--- src/kcm_pkg.sv ---
// shared types and constants for the key chord matcher
package kcm_pkg;

    localparam int MAX_MEMBERS = 8;
    localparam int KEY_ID_BITS = 8;
    localparam int KEY_W       = 8;
    localparam int SLOT_W      = 8;
    localparam int CNT_W       = 4;
    localparam int STATE_W     = 3;
    localparam int CFG_W       = 64;
    localparam int CFG_IDX_W   = 2;

    // configuration register indexes
    localparam logic [CFG_IDX_W-1:0] REG_MEMBER_IDS    = 2'd0;
    localparam logic [CFG_IDX_W-1:0] REG_MEMBER_COUNT  = 2'd1;
    localparam logic [CFG_IDX_W-1:0] REG_FORBID_EARLY  = 2'd2;
    localparam logic [CFG_IDX_W-1:0] REG_PEDANTIC_MODE = 2'd3;

    // chord state codes
    localparam logic [STATE_W-1:0] ST_PROGRESS  = 3'd0;
    localparam logic [STATE_W-1:0] ST_MATCHES   = 3'd1;
    localparam logic [STATE_W-1:0] ST_FINALIZED = 3'd2;
    localparam logic [STATE_W-1:0] ST_INVALID   = 3'd3;
    localparam logic [STATE_W-1:0] ST_RELEASING = 3'd4;

    // op codes
    localparam logic OP_EVENT   = 1'b0;
    localparam logic OP_RESTART = 1'b1;

    typedef struct packed {
        logic             op;
        logic [KEY_W-1:0] key_id;
        logic             key_pressed;
        logic             probe_only;
    } t_in_item;

    typedef struct packed {
        logic               consumed;
        logic [STATE_W-1:0] chord_state;
        logic [CNT_W-1:0]   active_count;
    } t_out_item;

    // handed from cell to cell: has a lower slot matched, and its held bit
    typedef struct packed {
        logic found;
        logic held;
    } t_chain;

    // update strobes broadcast to all cells
    typedef struct packed {
        logic restart;
        logic press;
        logic release_key;
    } t_cell_cmd;

endpackage

--- src/kcm_cell.sv ---
// one member slot: id compare, priority chain link and held bit
module kcm_cell import kcm_pkg::*; (
    input  logic              i_clk,
    input  logic              i_rst_n,
    input  logic [SLOT_W-1:0] i_member_id,
    input  logic              i_in_use,
    input  logic [KEY_W-1:0]  i_key_id,
    input  t_chain            i_chain,
    input  t_cell_cmd         i_cmd,
    output t_chain            o_chain
);

    logic r_held;
    logic w_match;
    logic w_hit;

    assign w_match = i_in_use &&
        (i_member_id[KEY_ID_BITS-1:0] == i_key_id[KEY_ID_BITS-1:0]);
    // lowest matching slot takes the event
    assign w_hit = w_match && !i_chain.found;

    always_comb begin
        o_chain = i_chain;
        if (w_hit) begin
            o_chain.found = 1'b1;
            o_chain.held  = r_held;
        end
    end

    always_ff @(posedge i_clk) begin
        if (!i_rst_n) begin
            r_held <= 1'b0;
        end else if (i_cmd.restart) begin
            r_held <= 1'b0;
        end else if (i_cmd.press && w_hit) begin
            r_held <= 1'b1;
        end else if (i_cmd.release_key && w_hit) begin
            r_held <= 1'b0;
        end
    end

endmodule

--- src/kcm_ctrl.sv ---
// chord count, completion and state tracking plus the result register
module kcm_ctrl import kcm_pkg::*; (
    input  logic             i_clk,
    input  logic             i_rst_n,
    input  logic             i_accept,
    input  t_in_item         i_item,
    input  t_chain           i_chain,
    input  logic [CNT_W-1:0] i_members,
    input  logic             i_forbid_early,
    input  logic             i_pedantic,
    input  logic             i_out_take,
    output t_cell_cmd        o_cmd,
    output logic             o_out_valid,
    output t_out_item        o_out_data
);

    logic [CNT_W-1:0]   r_count, n_count;
    logic               r_completed, n_completed;
    logic [STATE_W-1:0] r_status, n_status;
    logic               n_taken;
    logic               r_out_valid;
    t_out_item          r_out_data;
    logic               w_release_ok;

    assign w_release_ok = r_completed || !i_forbid_early;

    always_comb begin
        n_count     = r_count;
        n_completed = r_completed;
        n_status    = r_status;
        n_taken     = 1'b0;
        o_cmd       = '0;
        if (i_item.op == OP_RESTART) begin
            o_cmd.restart = 1'b1;
            n_count       = '0;
            n_completed   = 1'b0;
            n_status      = ST_PROGRESS;
        end else if (!i_chain.found) begin
            if (i_item.key_pressed && !i_item.probe_only) begin
                n_status = ST_INVALID;
            end
        end else if (!i_item.key_pressed && !w_release_ok) begin
            if (!i_item.probe_only) begin
                n_status = ST_INVALID;
            end
        end else if (!i_item.key_pressed && !i_chain.held) begin
            n_taken = 1'b0;
        end else begin
            n_taken = 1'b1;
            if (i_item.key_pressed) begin
                o_cmd.press = 1'b1;
                if (!i_chain.held) begin
                    n_count = r_count + 1'b1;
                end
            end else begin
                o_cmd.release_key = 1'b1;
                n_count = r_count - 1'b1;
            end
            n_status = ST_PROGRESS;
            if (n_count == i_members) begin
                n_completed = 1'b1;
                n_status    = ST_MATCHES;
            end else if (n_count == '0) begin
                if (r_completed) begin
                    n_status = i_pedantic ? ST_MATCHES : ST_FINALIZED;
                end
            end else if (r_completed) begin
                n_status = ST_RELEASING;
            end
        end
        if (!i_accept) begin
            o_cmd = '0;
        end
    end

    always_ff @(posedge i_clk) begin
        if (!i_rst_n) begin
            r_count     <= '0;
            r_completed <= 1'b0;
            r_status    <= ST_PROGRESS;
            r_out_valid <= 1'b0;
        end else begin
            if (i_accept) begin
                r_count     <= n_count;
                r_completed <= n_completed;
                r_status    <= n_status;
                r_out_valid <= 1'b1;
            end else if (i_out_take) begin
                r_out_valid <= 1'b0;
            end
        end
    end

    always_ff @(posedge i_clk) begin
        if (i_accept) begin
            r_out_data.consumed     <= n_taken;
            r_out_data.chord_state  <= n_status;
            r_out_data.active_count <= n_count;
        end
    end

    assign o_out_valid = r_out_valid;
    assign o_out_data  = r_out_data;

endmodule

--- src/key_chord_matcher.sv ---
// top level of the key chord matcher: configuration, cell row and control
//
// Tracks one chord of up to eight member keys. Each key event or restart
// transaction yields exactly one result transaction (consumed flag, chord
// state, held member count). An event is taken every clock cycle: the id
// compare runs as a priority chain through a row of eight slot cells, each
// holding its member's held bit, and the count and state update in the same
// cycle, so an event's result appears in the cycle after acceptance. The
// result register frees as it is taken, so input is stalled only while a
// result waits and the output is stalled. Configuration writes take effect
// on the next cycle and are to be made while no transaction is in flight.
module key_chord_matcher import kcm_pkg::*; (
    input  logic                 i_clk,
    input  logic                 i_rst_n,
    input  logic                 i_in_valid,
    output logic                 o_in_stall,
    input  t_in_item             i_in_data,
    output logic                 o_out_valid,
    input  logic                 i_out_stall,
    output t_out_item            o_out_data,
    input  logic                 i_cfg_we,
    input  logic [CFG_IDX_W-1:0] i_cfg_idx,
    input  logic [CFG_W-1:0]     i_cfg_data
);

    logic [CFG_W-1:0] r_member_ids;
    logic [CNT_W-1:0] r_member_count;
    logic             r_forbid_early;
    logic             r_pedantic;
    logic [CNT_W-1:0] w_members;
    logic             w_accept;
    logic             w_out_take;
    t_chain           w_chain [MAX_MEMBERS+1];
    t_cell_cmd        w_cmd;

    always_ff @(posedge i_clk) begin
        if (!i_rst_n) begin
            r_member_ids   <= '0;
            r_member_count <= CNT_W'(1);
            r_forbid_early <= 1'b0;
            r_pedantic     <= 1'b0;
        end else if (i_cfg_we) begin
            case (i_cfg_idx)
                REG_MEMBER_IDS:    r_member_ids   <= i_cfg_data;
                REG_MEMBER_COUNT:  r_member_count <= i_cfg_data[CNT_W-1:0];
                REG_FORBID_EARLY:  r_forbid_early <= i_cfg_data[0];
                REG_PEDANTIC_MODE: r_pedantic     <= i_cfg_data[0];
                default: begin
                end
            endcase
        end
    end

    // zero counts as one member, larger counts saturate
    always_comb begin
        if (r_member_count == '0) begin
            w_members = CNT_W'(1);
        end else if (r_member_count > CNT_W'(MAX_MEMBERS)) begin
            w_members = CNT_W'(MAX_MEMBERS);
        end else begin
            w_members = r_member_count;
        end
    end

    assign w_out_take = o_out_valid && !i_out_stall;
    assign o_in_stall = o_out_valid && i_out_stall;
    assign w_accept   = i_in_valid && !o_in_stall;

    assign w_chain[0] = '0;

    for (genvar k = 0; k < MAX_MEMBERS; k++) begin : g_cell
        kcm_cell u_cell (
            .i_clk       (i_clk),
            .i_rst_n     (i_rst_n),
            .i_member_id (r_member_ids[k*SLOT_W +: SLOT_W]),
            .i_in_use    (CNT_W'(k) < w_members),
            .i_key_id    (i_in_data.key_id),
            .i_chain     (w_chain[k]),
            .i_cmd       (w_cmd),
            .o_chain     (w_chain[k+1])
        );
    end

    kcm_ctrl u_ctrl (
        .i_clk          (i_clk),
        .i_rst_n        (i_rst_n),
        .i_accept       (w_accept),
        .i_item         (i_in_data),
        .i_chain        (w_chain[MAX_MEMBERS]),
        .i_members      (w_members),
        .i_forbid_early (r_forbid_early),
        .i_pedantic     (r_pedantic),
        .i_out_take     (w_out_take),
        .o_cmd          (w_cmd),
        .o_out_valid    (o_out_valid),
        .o_out_data     (o_out_data)
    );

endmodule

--- config.mk ---
export PLATFORM = sky130hd
export DESIGN_NAME = key_chord_matcher
export DESIGN_NICKNAME = d
export VERILOG_FILES = /design/src/kcm_pkg.sv /design/src/kcm_cell.sv /design/src/kcm_ctrl.sv /design/src/key_chord_matcher.sv
export SDC_FILE = /design/constraint.sdc
export NUM_CORES = 1
export LEC_CHECK = 0
export ABC_AREA = 1
export BUFFER_PORTS_ARGS = -buffer_cell sky130_fd_sc_hd__buf_2
export CAP_MARGIN = 20
export CORE_ASPECT_RATIO = 0.9
export CORE_MARGIN = 1
export CORE_UTILIZATION = 45
export DETAILED_ROUTE_END_ITERATION = 7
export GPL_ROUTABILITY_DRIVEN = 0
export PLACE_DENSITY = 0.73
export SETUP_SLACK_MARGIN = 0.5
export SYNTH_ARGS = -nofsm -noshare
export SYNTH_HDL_FRONTEND = slang
export SYNTH_SLANG_ARGS = --single-unit
--- constraint.sdc ---
create_clock -name i_clk -period 3.4 [get_ports i_clk]
set_input_delay 1.02 -clock i_clk [delete_from_list [all_inputs] [get_ports i_clk]]
set_output_delay 1.02 -clock i_clk [all_outputs]
set_load 0.1 [all_outputs]
==> reports/results.tsv <==
metric	value	unit
yosys.area.top_type	dfxtp_1	
boundaryPins	92	
ant_nets	0	
slew_viol_final	0	
min_period_over_period	92.7	%
grt_max_degree	63	
hold_slack	0.462	ns
combPwrFrac	19.2	%
grt_setup_unrepaired	yes	
tightest_slew	0.524	ns
synth_ff_type	dfxtp_1	
crit_type	in -> reg	
relSlewSlack	65.0	%
htreeDepth	3	
track_usage	25.0	%
fin_cells	1052	
final_net_count	975	
antennaDiodeCount	0	
required	3.52	ns
synth_edf_count	8	
hpwl	10500	µm
leakagePower	0.00318	µW
switching_share	31.2	%
clkTransAtPathRegs	0.07	ns
syn_avg_cell_area	6.98	µm²
die_x	116	µm
syn_nets	843	
yosysTopAreaCellShare	32.9	%
drc	0	
synth.top_cells.by_area	dfxtp_1 (33%), nand2_1 (10%), o21ai_0 (7.9%)	
p_int	1910	µW
cts_sinks	95	
pre_cts_ws	-0.213	ns
clock_path_buffers	2	
via_per_inst	5.14	
max_stage_delay	0.18	ns
coreArea	11400	µm²
synth_cells	759	
slowest_stage	nor2_4	
path_cells	buf_8, buf_6, xor2_1, nor2_1, nand3_2, nor2_4, nor3_2, nand2_1, nand3_2, nor2_4, nand3_4, nand2_4, nand2_4, nand2_4, nand2_2, nand2_2, nand2_2, nor2_4, nand2_2, nand3_2, nand3_2, nand2_2, nand2_2	
start_kind	input port	
grt_pass1_vias	4933	
area_delta_synth_final	32.5	%
crit_path_end_kind	flip-flop	
synthesis.area	5300	µm²
ys_ff_latch	95	
hold_violations	0	
synth.distinct_cells	43	
cp_top_family	simple AND/OR/NAND/NOR gates	
final_cell_mix	nand2_1 (115), nor2_1 (94), dfxtp_1 (87)	
critPathMaxFanout	5	
max_freq	0.317	GHz
status	completed	
grt-ovfl-total	0	
ys_async_sr_fraction	0	%
ys_seq_area_share	37.4	%
vdd_drop_max	0.232	mV
worst-path-buf-inv	2	
hp-class	reg -> reg	
dp_cells	1020	
cap_violations	0	
cts_tree	yes	
rows	37	
nFillCells	1015	
worst_path_most_repeated_cell	nand2_2	
cts_root_buf	clkbuf_16	
seq_power_share	43.9	%
p_switching	867	µW
final_common_cell	nand2_1	
vias	5411	
cts-buffers-inserted	9	
drtPass1Iterations	5	
cts_hold_buf	0	
powerDensity	395	nW/µm²
finalCriticalPeriod	3.15	ns
setup_slack	0.247	ns
clk_latency	0.35	ns
wirelength	15000	µm
die-area	12200	µm²
antenna_found_initial	0	
skew	0.00829	ns
p_clk_share	36.9	%
grt_pass1_wl	23800	µm
synth_warnings	0	
die_h	105	µm
wl_per_cell	14.2	µm
start_util	46.4	%
setup_viol	0	
fin_setup_tns	0	ns
drive_gt1_share	33.4	%
arrival	3.27	ns
drt_iter0_drc	390	
io_buffers	91	
[worst paths after layout]
path	cells past startpoint	start	slack, ns	end
hold / removal	2	r_forbid_early	0.46	r_forbid_early
setup reg to reg	23	r_member_count[3]	0.43	u_ctrl.o_out_data[6]
hold reg to reg	2	r_forbid_early	0.46	r_forbid_early
setup / recovery	23	i_in_data[9]	0.25	u_ctrl.o_out_data[6]
[metrics by stage]
| stage | power, µW | cell area [µm²] | util [%] |
|---|---|---|---|
| 2_1_floorplan | 1560 | 5360 | - |
| 3_3_place_gp | 1700 | 6180 | 54.0 |
| 3_5_place_dp | 1700 | 6180 | 54.0 |
| 4_1_cts | 2750 | 6730 | 58.8 |
| 5_1_grt | 2890 | 7020 | 61.4 |
| 6_report | 2780 | 7020 | 61.4 |
[power groups by stage]
stage,sequential (µW),combinational [µW],clock [µW]
2_1_floorplan,1280,275,0
3_3_place_gp,1240,458,0
3_5_place_dp,1240,462,0
4_1_cts,1220,493,1040
5_1_grt,1220,584,1080
6_report,1220,533,1030
[sequential cells by signal (all words and copies together), names as in the netlist]
name and cells:
r_pedantic 1, u_ctrl.r_count 4, r_forbid_early 1, u_ctrl.o_out_data 8
u_ctrl.r_status 3, u_ctrl.r_completed 1, g_cell.u_cell.r_held 8, u_ctrl.o_out_valid 1
r_member_count 4, r_member_ids 64
[cell type report]
class	instances	area (µm²)	area share, %
timing repair buffer	152	1050	15.0
clock inverter	7	73.8	1.05
sequential	95	1980	28.2
tap	156	195	2.78
multi-input combinational	546	3120	44.5
clock buffer	9	225	3.21
inverter	87	369	5.25
[per-layer routing]
metal  GRT usage (%)  vias to the layer above  part of all wire [%]
met2            38.5                      176                    46
li1                -                     2715                     -
met4            8.24                        0                   2.2
met1            34.7                     2491                    47
met3            4.87                       29                   5.6
met5               0                        -                     0
[tightest hold or removal path: stages (launching register included)]
cell and delay [ns]:
dfxtp_1 0.30, inv_1 0.06, a21oi_1 0.06
[cell usage after synthesis (5+ instances only)]
library cell / count
nand2_1: 147
nand3_2: 7
nor2_1: 102
nor2_4: 8
a21oi_1: 59
inv_2: 5
dfxtp_1: 87
clkbuf_1: 21
o22ai_1: 9
nor2_2: 14
edfxtp_1: 8
buf_4: 6
inv_1: 78
xor2_1: 7
o21ai_0: 84
nand2_2: 14
nor3_1: 7
nand4_1: 9
xnor2_1: 15
nand3_1: 32
[what timing repair did]
action | CTS | global route
setup endpoints to repair | 23 | 23
resized for setup | 52 | 70
setup buffers | 9 | 7
pin swaps | 23 | 33
[cell families after synthesis]
family / count (synthesis) / share of synthesized area [%]
xor+xnor: 23 / 3.94
fa+ha+maj: 2 / 0.472
flops: 95 / 37.4
buf+inv: 118 / 9.30
simple gates: 362 / 33.4
compound gates: 159 / 15.5
(Power assumes the default switching activity.)
